### config.mk
export PLATFORM = sky130hd
export DESIGN_NAME = aabb_overlap_push_out_core
export DESIGN_NICKNAME = d
export VERILOG_FILES = /design/src/rtl/core/aop_pkg.sv /design/src/rtl/core/aop_detect.sv /design/src/rtl/core/aop_select.sv /design/src/rtl/core/aop_scale.sv /design/src/rtl/core/aabb_overlap_push_out_core.sv
export SDC_FILE = /design/constraint.sdc
export NUM_CORES = 2
export LEC_CHECK = 0
export ABC_AREA = 0
export BUFFER_PORTS_ARGS = -buffer_cell sky130_fd_sc_hd__buf_2
export CAP_MARGIN = 20
export CORE_ASPECT_RATIO = 0.9
export CORE_MARGIN = 5
export CORE_UTILIZATION = 46
export DETAILED_ROUTE_END_ITERATION = 12
export GPL_TIMING_DRIVEN = 0
export PLACE_DENSITY = 0.62
export SETUP_SLACK_MARGIN = 0.02
export SYNTH_ARGS = -nofsm -noshare
export SYNTH_HDL_FRONTEND = slang
export SYNTH_SLANG_ARGS = --single-unit
### constraint.sdc
create_clock -name clk -period 10.4 [get_ports clk]
set_input_delay 2.08 -clock clk [delete_from_list [all_inputs] [get_ports clk]]
set_output_delay 2.08 -clock clk [all_outputs]
set_load 0.05 [all_outputs]
### src/rtl/core/aop_pkg.sv
// shared constants and transaction types for the box overlap push-out core
`default_nettype none

package aop_pkg;

	// coordinate and result widths
	localparam int unsigned COORD_BITS = 24;
	localparam int unsigned PUSH_BITS  = 26;
	localparam int unsigned DIFF_BITS  = COORD_BITS + 1;
	localparam int unsigned NUM_CAND   = 8;

	// push scale of 4137/4096, floor rounding
	localparam int unsigned SCALE_BITS  = 14;
	localparam int unsigned SCALE_SHIFT = 12;
	localparam int unsigned PROD_BITS   = DIFF_BITS + SCALE_BITS;
	localparam int unsigned SH_BITS     = PROD_BITS - SCALE_SHIFT;
	localparam logic signed [SCALE_BITS-1:0] SCALE_NUM = SCALE_BITS'(4137);

	// overlap flags and raw candidate depths after the compare stage
	typedef struct packed {
		logic                               hit;
		logic                               neg;
		logic [NUM_CAND-1:0][DIFF_BITS-1:0] cand;
	} det_t;

	// chosen depth after the minimum search
	typedef struct packed {
		logic                        hit;
		logic                        have;
		logic                        is_x;
		logic signed [DIFF_BITS-1:0] depth;
	} sel_t;

endpackage

`default_nettype wire

### src/rtl/core/aop_detect.sv
// compare stage: interval overlap tests and the eight candidate depths
`default_nettype none

module aop_detect
	import aop_pkg::*;
(
	input  wire logic                         clk,
	input  wire logic                         arst_n,
	input  wire logic                         in_valid,
	output logic                              in_ready,
	input  wire logic signed [COORD_BITS-1:0] own_min_x,
	input  wire logic signed [COORD_BITS-1:0] own_min_y,
	input  wire logic signed [COORD_BITS-1:0] own_max_x,
	input  wire logic signed [COORD_BITS-1:0] own_max_y,
	input  wire logic signed [COORD_BITS-1:0] other_min_x,
	input  wire logic signed [COORD_BITS-1:0] other_min_y,
	input  wire logic signed [COORD_BITS-1:0] other_max_x,
	input  wire logic signed [COORD_BITS-1:0] other_max_y,
	output logic                              out_valid,
	input  wire logic                         out_ready,
	output det_t                              out_data
);

	logic v_s1;
	det_t det_s1;
	det_t det_next;
	logic x_prim, y_prim, x_sec, y_sec, prim;

	// own corners inside the other box
	assign x_prim = (own_min_x >= other_min_x && own_min_x <= other_max_x)
		|| (own_max_x >= other_min_x && own_max_x <= other_max_x);
	assign y_prim = (own_min_y >= other_min_y && own_min_y <= other_max_y)
		|| (own_max_y >= other_min_y && own_max_y <= other_max_y);

	// fallback: other corners inside own box
	assign x_sec = x_prim
		|| (other_min_x >= own_min_x && other_min_x <= own_max_x)
		|| (other_max_x >= own_min_x && other_max_x <= own_max_x);
	assign y_sec = y_prim
		|| (other_min_y >= own_min_y && other_min_y <= own_max_y)
		|| (other_max_y >= own_min_y && other_max_y <= own_max_y);

	assign prim = x_prim && y_prim;

	// candidate depths, other corner minus own corner
	always_comb begin
		det_next.hit     = prim || (x_sec && y_sec);
		det_next.neg     = !prim;
		det_next.cand[0] = DIFF_BITS'(other_min_x) - DIFF_BITS'(own_min_x);
		det_next.cand[1] = DIFF_BITS'(other_max_x) - DIFF_BITS'(own_min_x);
		det_next.cand[2] = DIFF_BITS'(other_min_x) - DIFF_BITS'(own_max_x);
		det_next.cand[3] = DIFF_BITS'(other_max_x) - DIFF_BITS'(own_max_x);
		det_next.cand[4] = DIFF_BITS'(other_min_y) - DIFF_BITS'(own_min_y);
		det_next.cand[5] = DIFF_BITS'(other_max_y) - DIFF_BITS'(own_min_y);
		det_next.cand[6] = DIFF_BITS'(other_min_y) - DIFF_BITS'(own_max_y);
		det_next.cand[7] = DIFF_BITS'(other_max_y) - DIFF_BITS'(own_max_y);
	end

	assign in_ready = !v_s1 || out_ready;

	// stage valid
	always_ff @(posedge clk or negedge arst_n) begin
		if (!arst_n) begin
			v_s1 <= 1'b0;
		end else if (in_ready) begin
			v_s1 <= in_valid;
		end
	end

	// stage payload
	always_ff @(posedge clk) begin
		if (in_ready && in_valid) begin
			det_s1 <= det_next;
		end
	end

	assign out_valid = v_s1;
	assign out_data  = det_s1;

endmodule

`default_nettype wire

### src/rtl/core/aop_select.sv
// minimum search: magnitudes, then a registered three-level pick tree
`default_nettype none

module aop_select
	import aop_pkg::*;
(
	input  wire logic clk,
	input  wire logic arst_n,
	input  wire logic in_valid,
	output logic      in_ready,
	input  wire det_t in_data,
	output logic      out_valid,
	input  wire logic out_ready,
	output sel_t      out_data
);

	typedef struct packed {
		logic                  nz;
		logic                  is_x;
		logic [COORD_BITS-1:0] mag;
		logic [DIFF_BITS-1:0]  val;
	} cand_t;

	// later entry wins when nonzero and either the earlier one is zero or it is strictly smaller
	function automatic cand_t pick(cand_t a, cand_t b);
		cand_t r;
		if (b.nz && (!a.nz || b.mag < a.mag)) begin
			r = b;
		end else begin
			r = a;
		end
		return r;
	endfunction

	logic v_s2, v_s3, v_s4, v_s5;
	logic rdy_s2, rdy_s3, rdy_s4, rdy_s5;
	logic hit_s2, hit_s3, hit_s4;
	logic neg_s2, neg_s3, neg_s4;
	cand_t [NUM_CAND-1:0]   ent_s2;
	cand_t [NUM_CAND/2-1:0] ent_s3;
	cand_t [NUM_CAND/4-1:0] ent_s4;
	sel_t                   sel_s5;

	cand_t [NUM_CAND-1:0] ent_next;
	cand_t                win;
	sel_t                 sel_next;

	// stall chain, a stage moves when empty or when the next one moves
	assign rdy_s5   = !v_s5 || out_ready;
	assign rdy_s4   = !v_s4 || rdy_s5;
	assign rdy_s3   = !v_s3 || rdy_s4;
	assign rdy_s2   = !v_s2 || rdy_s3;
	assign in_ready = rdy_s2;

	// magnitude and nonzero flag of each candidate
	always_comb begin
		for (int k = 0; k < NUM_CAND; k++) begin
			ent_next[k].val  = in_data.cand[k];
			ent_next[k].nz   = |in_data.cand[k];
			ent_next[k].is_x = (k < NUM_CAND / 2);
			ent_next[k].mag  = in_data.cand[k][DIFF_BITS-1]
				? COORD_BITS'(-in_data.cand[k]) : COORD_BITS'(in_data.cand[k]);
		end
	end

	// last tree level and sign fix for a fallback hit
	always_comb begin
		win            = pick(ent_s4[0], ent_s4[1]);
		sel_next.hit   = hit_s4;
		sel_next.have  = win.nz;
		sel_next.is_x  = win.is_x;
		sel_next.depth = neg_s4 ? -$signed(win.val) : $signed(win.val);
	end

	// stage valids
	always_ff @(posedge clk or negedge arst_n) begin
		if (!arst_n) begin
			v_s2 <= 1'b0;
			v_s3 <= 1'b0;
			v_s4 <= 1'b0;
			v_s5 <= 1'b0;
		end else begin
			if (rdy_s2) v_s2 <= in_valid;
			if (rdy_s3) v_s3 <= v_s2;
			if (rdy_s4) v_s4 <= v_s3;
			if (rdy_s5) v_s5 <= v_s4;
		end
	end

	// stage payloads
	always_ff @(posedge clk) begin
		if (rdy_s2 && in_valid) begin
			ent_s2 <= ent_next;
			hit_s2 <= in_data.hit;
			neg_s2 <= in_data.neg;
		end
		if (rdy_s3 && v_s2) begin
			for (int k = 0; k < NUM_CAND / 2; k++) begin
				ent_s3[k] <= pick(ent_s2[2*k], ent_s2[2*k+1]);
			end
			hit_s3 <= hit_s2;
			neg_s3 <= neg_s2;
		end
		if (rdy_s4 && v_s3) begin
			for (int k = 0; k < NUM_CAND / 4; k++) begin
				ent_s4[k] <= pick(ent_s3[2*k], ent_s3[2*k+1]);
			end
			hit_s4 <= hit_s3;
			neg_s4 <= neg_s3;
		end
		if (rdy_s5 && v_s4) begin
			sel_s5 <= sel_next;
		end
	end

	assign out_valid = v_s5;
	assign out_data  = sel_s5;

endmodule

`default_nettype wire

### src/rtl/core/aop_scale.sv
// scale stage: multiply by 4137, floor shift, place on the chosen axis
`default_nettype none

module aop_scale
	import aop_pkg::*;
(
	input  wire logic                        clk,
	input  wire logic                        arst_n,
	input  wire logic                        in_valid,
	output logic                             in_ready,
	input  wire sel_t                        in_data,
	output logic                             out_valid,
	input  wire logic                        out_ready,
	output logic                             hit,
	output logic signed [PUSH_BITS-1:0]      push_x,
	output logic signed [PUSH_BITS-1:0]      push_y
);

	logic v_s6, v_s7;
	logic rdy_s6, rdy_s7;
	logic hit_s6, have_s6, is_x_s6;
	logic signed [PROD_BITS-1:0] prod_s6;
	logic                        hit_s7;
	logic signed [PUSH_BITS-1:0] push_x_s7, push_y_s7;

	logic signed [PROD_BITS-1:0] depth_ext, scale_ext;
	logic signed [SH_BITS-1:0]   shifted;
	logic signed [PUSH_BITS-1:0] push_val;

	assign rdy_s7   = !v_s7 || out_ready;
	assign rdy_s6   = !v_s6 || rdy_s7;
	assign in_ready = rdy_s6;

	assign depth_ext = PROD_BITS'(in_data.depth);
	assign scale_ext = PROD_BITS'(SCALE_NUM);

	// dropping the low bits of a signed product rounds toward minus infinity
	assign shifted  = prod_s6[PROD_BITS-1:SCALE_SHIFT];
	assign push_val = PUSH_BITS'(shifted);

	// stage valids
	always_ff @(posedge clk or negedge arst_n) begin
		if (!arst_n) begin
			v_s6 <= 1'b0;
			v_s7 <= 1'b0;
		end else begin
			if (rdy_s6) v_s6 <= in_valid;
			if (rdy_s7) v_s7 <= v_s6;
		end
	end

	// stage payloads
	always_ff @(posedge clk) begin
		if (rdy_s6 && in_valid) begin
			prod_s6 <= depth_ext * scale_ext;
			hit_s6  <= in_data.hit;
			have_s6 <= in_data.have;
			is_x_s6 <= in_data.is_x;
		end
		if (rdy_s7 && v_s6) begin
			hit_s7    <= hit_s6;
			push_x_s7 <= (hit_s6 && have_s6 && is_x_s6) ? push_val : '0;
			push_y_s7 <= (hit_s6 && have_s6 && !is_x_s6) ? push_val : '0;
		end
	end

	assign out_valid = v_s7;
	assign hit       = hit_s7;
	assign push_x    = push_x_s7;
	assign push_y    = push_y_s7;

endmodule

`default_nettype wire

### src/rtl/core/aabb_overlap_push_out_core.sv
// Overlap test and push-out proposal for two axis-aligned 2D boxes in Q16.8.
// One box pair is accepted every clock cycle unless the core is stalled, and
// each transaction gives exactly one result after one compare stage, four
// stages of candidate magnitude and minimum search (a three-level pick tree
// over eight depths), one multiply stage and the output register. Every stage
// holds its transaction under backpressure and fills bubbles, so in_ready is
// low only while all seven stages are full and out_ready is low.
`default_nettype none

module aabb_overlap_push_out_core
	import aop_pkg::*;
(
	input  wire logic                         clk,
	input  wire logic                         arst_n,
	input  wire logic                         in_valid,
	output logic                              in_ready,
	input  wire logic signed [COORD_BITS-1:0] own_min_x,
	input  wire logic signed [COORD_BITS-1:0] own_min_y,
	input  wire logic signed [COORD_BITS-1:0] own_max_x,
	input  wire logic signed [COORD_BITS-1:0] own_max_y,
	input  wire logic signed [COORD_BITS-1:0] other_min_x,
	input  wire logic signed [COORD_BITS-1:0] other_min_y,
	input  wire logic signed [COORD_BITS-1:0] other_max_x,
	input  wire logic signed [COORD_BITS-1:0] other_max_y,
	output logic                              out_valid,
	input  wire logic                         out_ready,
	output logic                              hit,
	output logic signed [PUSH_BITS-1:0]       push_x,
	output logic signed [PUSH_BITS-1:0]       push_y
);

	logic det_valid, det_ready;
	det_t det_data;
	logic sel_valid, sel_ready;
	sel_t sel_data;

	// overlap tests and candidate depths
	aop_detect u_detect (
		.clk         (clk),
		.arst_n      (arst_n),
		.in_valid    (in_valid),
		.in_ready    (in_ready),
		.own_min_x   (own_min_x),
		.own_min_y   (own_min_y),
		.own_max_x   (own_max_x),
		.own_max_y   (own_max_y),
		.other_min_x (other_min_x),
		.other_min_y (other_min_y),
		.other_max_x (other_max_x),
		.other_max_y (other_max_y),
		.out_valid   (det_valid),
		.out_ready   (det_ready),
		.out_data    (det_data)
	);

	// smallest nonzero depth
	aop_select u_select (
		.clk       (clk),
		.arst_n    (arst_n),
		.in_valid  (det_valid),
		.in_ready  (det_ready),
		.in_data   (det_data),
		.out_valid (sel_valid),
		.out_ready (sel_ready),
		.out_data  (sel_data)
	);

	// scaling and output register
	aop_scale u_scale (
		.clk       (clk),
		.arst_n    (arst_n),
		.in_valid  (sel_valid),
		.in_ready  (sel_ready),
		.in_data   (sel_data),
		.out_valid (out_valid),
		.out_ready (out_ready),
		.hit       (hit),
		.push_x    (push_x),
		.push_y    (push_y)
	);

endmodule

`default_nettype wire

# Word-level counts from Yosys, hierarchy flattened
# Index checks and enable logic that the tools add are counted.
[totals] regBits=1043 latch_bits=0 ramBits=0 rom_bits=0 in_bits=196 output_inout_bits=55 word_cells=211 memories=0
[op_classes] add_sub_neg=17 mul=1 div_mod_pow=0 n_lt_le_gt_ge=23 eq_ne=0 shift=0 muxes=16 bitwise=0 n_reduce_logical=72
[ops] op="$mux 51" count=7
[ops] op="$reduce_or 25->1" count=8
[ops] op="$sub 24x24->25" count=8
[ops] op="$ge 24x24->1" count=8
[ops] op="$le 24x24->1" count=8
[ops] op="$mux 24" count=8
[ops] op="$neg 24->24" count=8
[ops] op="$lt 24x24->1" count=7
[ops] op="$mul 25x14->38 const B" count=1
[ops] op="$logic_and 1x1->1" count=27
[ops] op="$mux 25" count=1
[ops] op="$neg 25->25" count=1
[ops] op="$logic_or 1x1->1" count=21
[ops] op="$logic_not 1->1" count=16

# Longest topological paths before layout
[logic_depth] depth_word=9 mapped_depth=20 mapped_depth_nobuf=20

# Hierarchy
# A second synthesis with hierarchy kept.
[hier_totals] hier_cells=5321 area_unflattened_um2=60538.1
[by_module_without_submodules] mod="aop_select" n_inst=1 cells_each=3058 area_per_inst_um2=37941.4 seq_area_each_um2=21720.8
[by_module_without_submodules] mod="aop_detect" n_inst=1 cells_each=1599 area_per_inst_um2=15596.2 seq_area_each_um2=6090.8
[by_module_without_submodules] mod="aop_scale" n_inst=1 cells_each=664 area_per_inst_um2=7000.5 seq_area_each_um2=2512.4

# Least setup slack after synthesis
# Ideal clock, no wire load.
[synth_timing] kind="input-to-reg" from="input out_ready" to="register u_select.ent_s2[0] (netlist bit) (enable)" t_arrival_ns=11.299 setup_slack_ns=-1.706 path_stages=5 path_cell_list="nor2b_1 > nand3_1 > nor2_1 > nand3_1 > and2_1"
[synth_between] elab_chain_cells=7
[synth_rtl] item="from (decl)" line="aabb_overlap_push_out_core.sv:26" rtl="input wire logic out_ready,"
[synth_rtl] item="$logic_or 1x1->1" line="aop_scale.sv:30" rtl="assign rdy_s7 = !v_s7 || out_ready;"
[synth_rtl] item="$logic_or 1x1->1" line="aop_scale.sv:31" rtl="assign rdy_s6 = !v_s6 || rdy_s7;"
[synth_rtl] item="$logic_or 1x1->1" line="aop_select.sv:49" rtl="assign rdy_s5 = !v_s5 || out_ready;"
[synth_rtl] item="$logic_or 1x1->1" line="aop_select.sv:50" rtl="assign rdy_s4 = !v_s4 || rdy_s5;"
[synth_rtl] item="$logic_or 1x1->1" line="aop_select.sv:51" rtl="assign rdy_s3 = !v_s3 || rdy_s4;"
[synth_rtl] item="$logic_or 1x1->1" line="aop_select.sv:52" rtl="assign rdy_s2 = !v_s2 || rdy_s3;"
[synth_rtl] item="$logic_and 1x1->1" line="aop_select.sv:92" rtl="if (rdy_s2 && in_valid) begin"
[synth_rtl] item="to (signal assigned)" line="aop_select.sv:93" rtl="ent_s2 <= ent_next;"
[synth_rtl] item="to (decl)" line="aop_select.sv:39" rtl="cand_t [NUM_CAND-1:0] ent_s2;"
# No other way between the ends.
# A chain may end at the register's enable or synchronous reset.

# Worst setup path in the final report
[layout_timing] from="input out_ready" to="output in_ready"
[layout_between] elab_chain_cells=7
[layout_rtl] item="$logic_or 1x1->1" line="aop_scale.sv:30"
[layout_rtl] item="$logic_or 1x1->1" line="aop_scale.sv:31"
[layout_rtl] item="$logic_or 1x1->1" line="aop_select.sv:49"
[layout_rtl] item="$logic_or 1x1->1" line="aop_select.sv:50"
[layout_rtl] item="$logic_or 1x1->1" line="aop_select.sv:51"
[layout_rtl] item="$logic_or 1x1->1" line="aop_select.sv:52"
[layout_rtl] item="$logic_or 1x1->1" line="aop_detect.sv:59" rtl="assign in_ready = !v_s1 || out_ready;"
[layout_rtl] item="to (decl)" line="aabb_overlap_push_out_core.sv:16" rtl="output logic in_ready,"
# No other way between the ends.

==> metrics.txt <==
Pwr Density=323 nW/um^2; die area=roughly 130,000 um^2; core area=~120,000 um^2; WHS Path Cells=0; CP top delay family=simple AND/OR/NAND/NOR gates; met1 Usage GRT=between 30 and 40%; flops & latches, synth=about 1,000; Area contributors post-synth=edfxtp_1, ha_1, mux2_2, xnor2_1, inv_1; largest net degree at the start of global routing=a little over 70; period utilization=between 50 and 60%; most used cell, CP=buf_2; worst reg2reg setup slack=between 4000 and 5000 ps; Pleak=25.7 nW; clk_skew=approximately 27 ps; number of flops mapped to enable cells by yosys=~1,000; Final Util=52.4%; DP HPWL=around 120,000 um; Crit. End Element=output pin; final setup TNS=0 ps; Bufs on Longest Clock Path=3; Detailed Routing Iterations Pass 1=5; Port-buffer cells=between 200 and 300; Synth async-reset ratio=0.692%; H-tree depth=3; post-cts sizing count=0; peak supply drop=approximately 0.48 mV; maximum clock frequency=~0.17 GHz; status=finished clean; Post-Route WL=145,000 um; crit start category=primary input; Nets=5,566; fin. max-slew vios=0; share of the synthesized area in the top cell type=a little over half; Synth Instances=about 4,500; die width=about 380 um; DRT iter0 DRCs=around 3,300; count of final setup violators=0; initial core utilization=a little under half; CP bufs+invs=2; slowest cell on the critical path=nor2b_1; Worst Hold Path EP=u_scale.hit_s6; pre-CTS WS=about 4000 ps; DR WL/cell=~22 um; Slew @ Worst Pin=roughly 1100 ps; Num Clock Sinks=between 1,000 and 1,500; Max Cap Violations=0; Largest stage delay, worst path=between 400 and 500 ps; first-pass GRT wire length=212,000 um; Routed Antenna Nets=0; Netlist cell types=85; Post-synth top flop=edfxtp_1; syn_area_per_cell=12.5 um^2; CTS buffer count=~110; Area growth syn-to-layout=13.2%; RSZ-0062 raised after global routing=false; Clock Root Buffer=clkbuf_16; r2r startpoint=u_select.out_data[24]; Rel. slew slack=a little over a quarter; fill cell count=around 10,000; Design Power=~20 mW; Clock Latency Late Sink=roughly 710 ps; chip height=341 um; Synth Cell Area=56,000 um^2; Storage cell area=slightly above 30,000 um^2; vias in the first global route=approximately 34,000; worst r2r dst=u_scale.prod_s6[37]; met3 capacity usage during global routing=under 10%; I/O pin count=251; CTS tree=built; crit path max fanout=5; initial antenna violation count=11; Via density=about 5.4; syn_nets=~5,200; multi-input logic area=between 20,000 and 25,000 um^2; DRC violations left=0; met2 Use GR=between 30 and 40%; gr ovfl total=0; share of cells above drive strength 1=around 16%; PnR worst setup slack=4540 ps; Worst EP required=8320 ps; Rows=121; global-route total usage across every layer=22.1%; Fin. Hold Viols=0; yosys synthesis warning count=0; Reg2Reg Depth=16; # hold bufs at CTS=0; HP Start=u_select.out_data[27]; CP Cell Sequence=buf_2, nor2b_1, nand3_1, nor2_1, nand4_1, buf_2; top post-synthesis cells by count=edfxtp_1, inv_1, ha_1, xnor2_1, mux2_2; Crit Path Class=primary input to output pin; Placer Congestion=approximately 0.93; final worst path period need=5860 ps; HP Class=flop to flop; Setup Fix Bufs, Post-CTS=0; clock slew at reported path FFs=~60 ps; Data arrival, critical path=~3800 ps; post-synth top area cell=edfxtp_1; top-count cell post-synth=edfxtp_1; Seq/Total Area, Yosys=between 50% and 60%; via count=about 36,000; gr busiest metal=met1
==> cell type report <==
type,instances,area share (%)
tap,1599,3.16
clock buffer,116,4.31
timing repair buffer,269,2.71
buffer,61,0.429
clock inverter,81,1.39
inverter,487,2.89
sequential,1011,47.9
antenna,4,0.0158
multi-input combinational,2914,37.2
==> metal layers <==
metal	routed length, um	share of wire (%)	vias up
li1	-	-	17100
met4	2690	1.9	2
met3	9150	6.3	169
met5	17	0.012	-
met1	69400	48	17200
met2	63400	44	1111
==> power breakdown <==
group | internal, mW | switching, mW | total [mW] | leakage (nW)
clock network | 2.30 | 1.61 | 3.91 | 1.77
registers | 6.24 | 0.666 | 6.91 | 9.85
logic | 4.23 | 5.40 | 9.64 | 14.1
==> flip-flops by register name, indices dropped and copies added, names as in the netlist, 26 cells and up <==
register	count
u_detect.out_data	202
u_select.ent_s2	392
u_scale.prod_s6	26
u_scale.push_y	26
u_scale.push_x	26
u_select.out_data	28
u_select.ent_s3	196
u_select.ent_s4	98
==> cell families (layout without fill, tap and decap cells) <==
group | Yosys count | count (layout) | synth area share (%)
DFF | 1011 | 1011 | 54.2
other | 0 | 4 | 0
AOI/OAI and AO/OA | 791 | 791 | 9.27
adders and majority gates | 520 | 520 | 12.3
muxes | 298 | 298 | 5.94
and+or+nand+nor | 908 | 908 | 8.32
xor gates and xnor gates | 397 | 397 | 6.21
buffers and inverters | 548 | 1014 | 3.75
==> cell usage in the layout, fill, tap and decap left out, drive strengths merged, types with 21 or more instances in the layout <==
master and n:
a211oi 24, mux2 272, o21a 35, a21oi 180
nor2b 46, nand2b 77, buf 300, o21bai 25
inv 491, nor2 165, nand3 51, fa 54
and2 61, a21o 127, or3 38, o41ai 32
clkbuf 146, mux2i 26, edfxtp 1004, o21ai 214
nor4 34, nor3 55, o31ai 56, xnor2 328
clkinv 53, xor2 69, nand2 233, and3 21
nand4 52, or4 26, ha 466, or2 28
==> metrics by stage <==
step                      hold slack, ps  cell area, um^2  cells
after detailed placement             405            59700   6341
after global placement               403            59200   6322
final                                415            63400   6542
after global routing                 421            63300   6538
after CTS                            414            63300   6538
after floorplan                      400            56000   4473
==> worst max path at each step <==
stage	startpoint	end	slack (ps)	cells past startpoint
after global placement	out_ready	u_detect.out_data[120]	8	6
final	out_ready	in_ready	4540	6
after CTS	out_ready	in_ready	4470	6
after floorplan	out_ready	u_detect.out_data[0]	2390	5
after global routing	out_ready	in_ready	4370	6
after detailed placement	own_min_y[1]	u_detect.out_data[201]	4010	14
==> worst reg2reg max path, stage by stage (launching register included) <==
cell       delay, ps
edfxtp_1         610
clkbuf_1         500
clkinv_1         900
fa_1             830
inv_1             40
ha_1             340
a21o_1           190
a21oi_1          180
o21ai_0          120
o2bb2ai_1        150
a21oi_2          230
o21ai_2          130
and4_4           210
a2111oi_4        370
o21bai_2         110
a21o_1           190
xnor2_1          120
No activity file was read; power rests on OpenSTA's default activity.
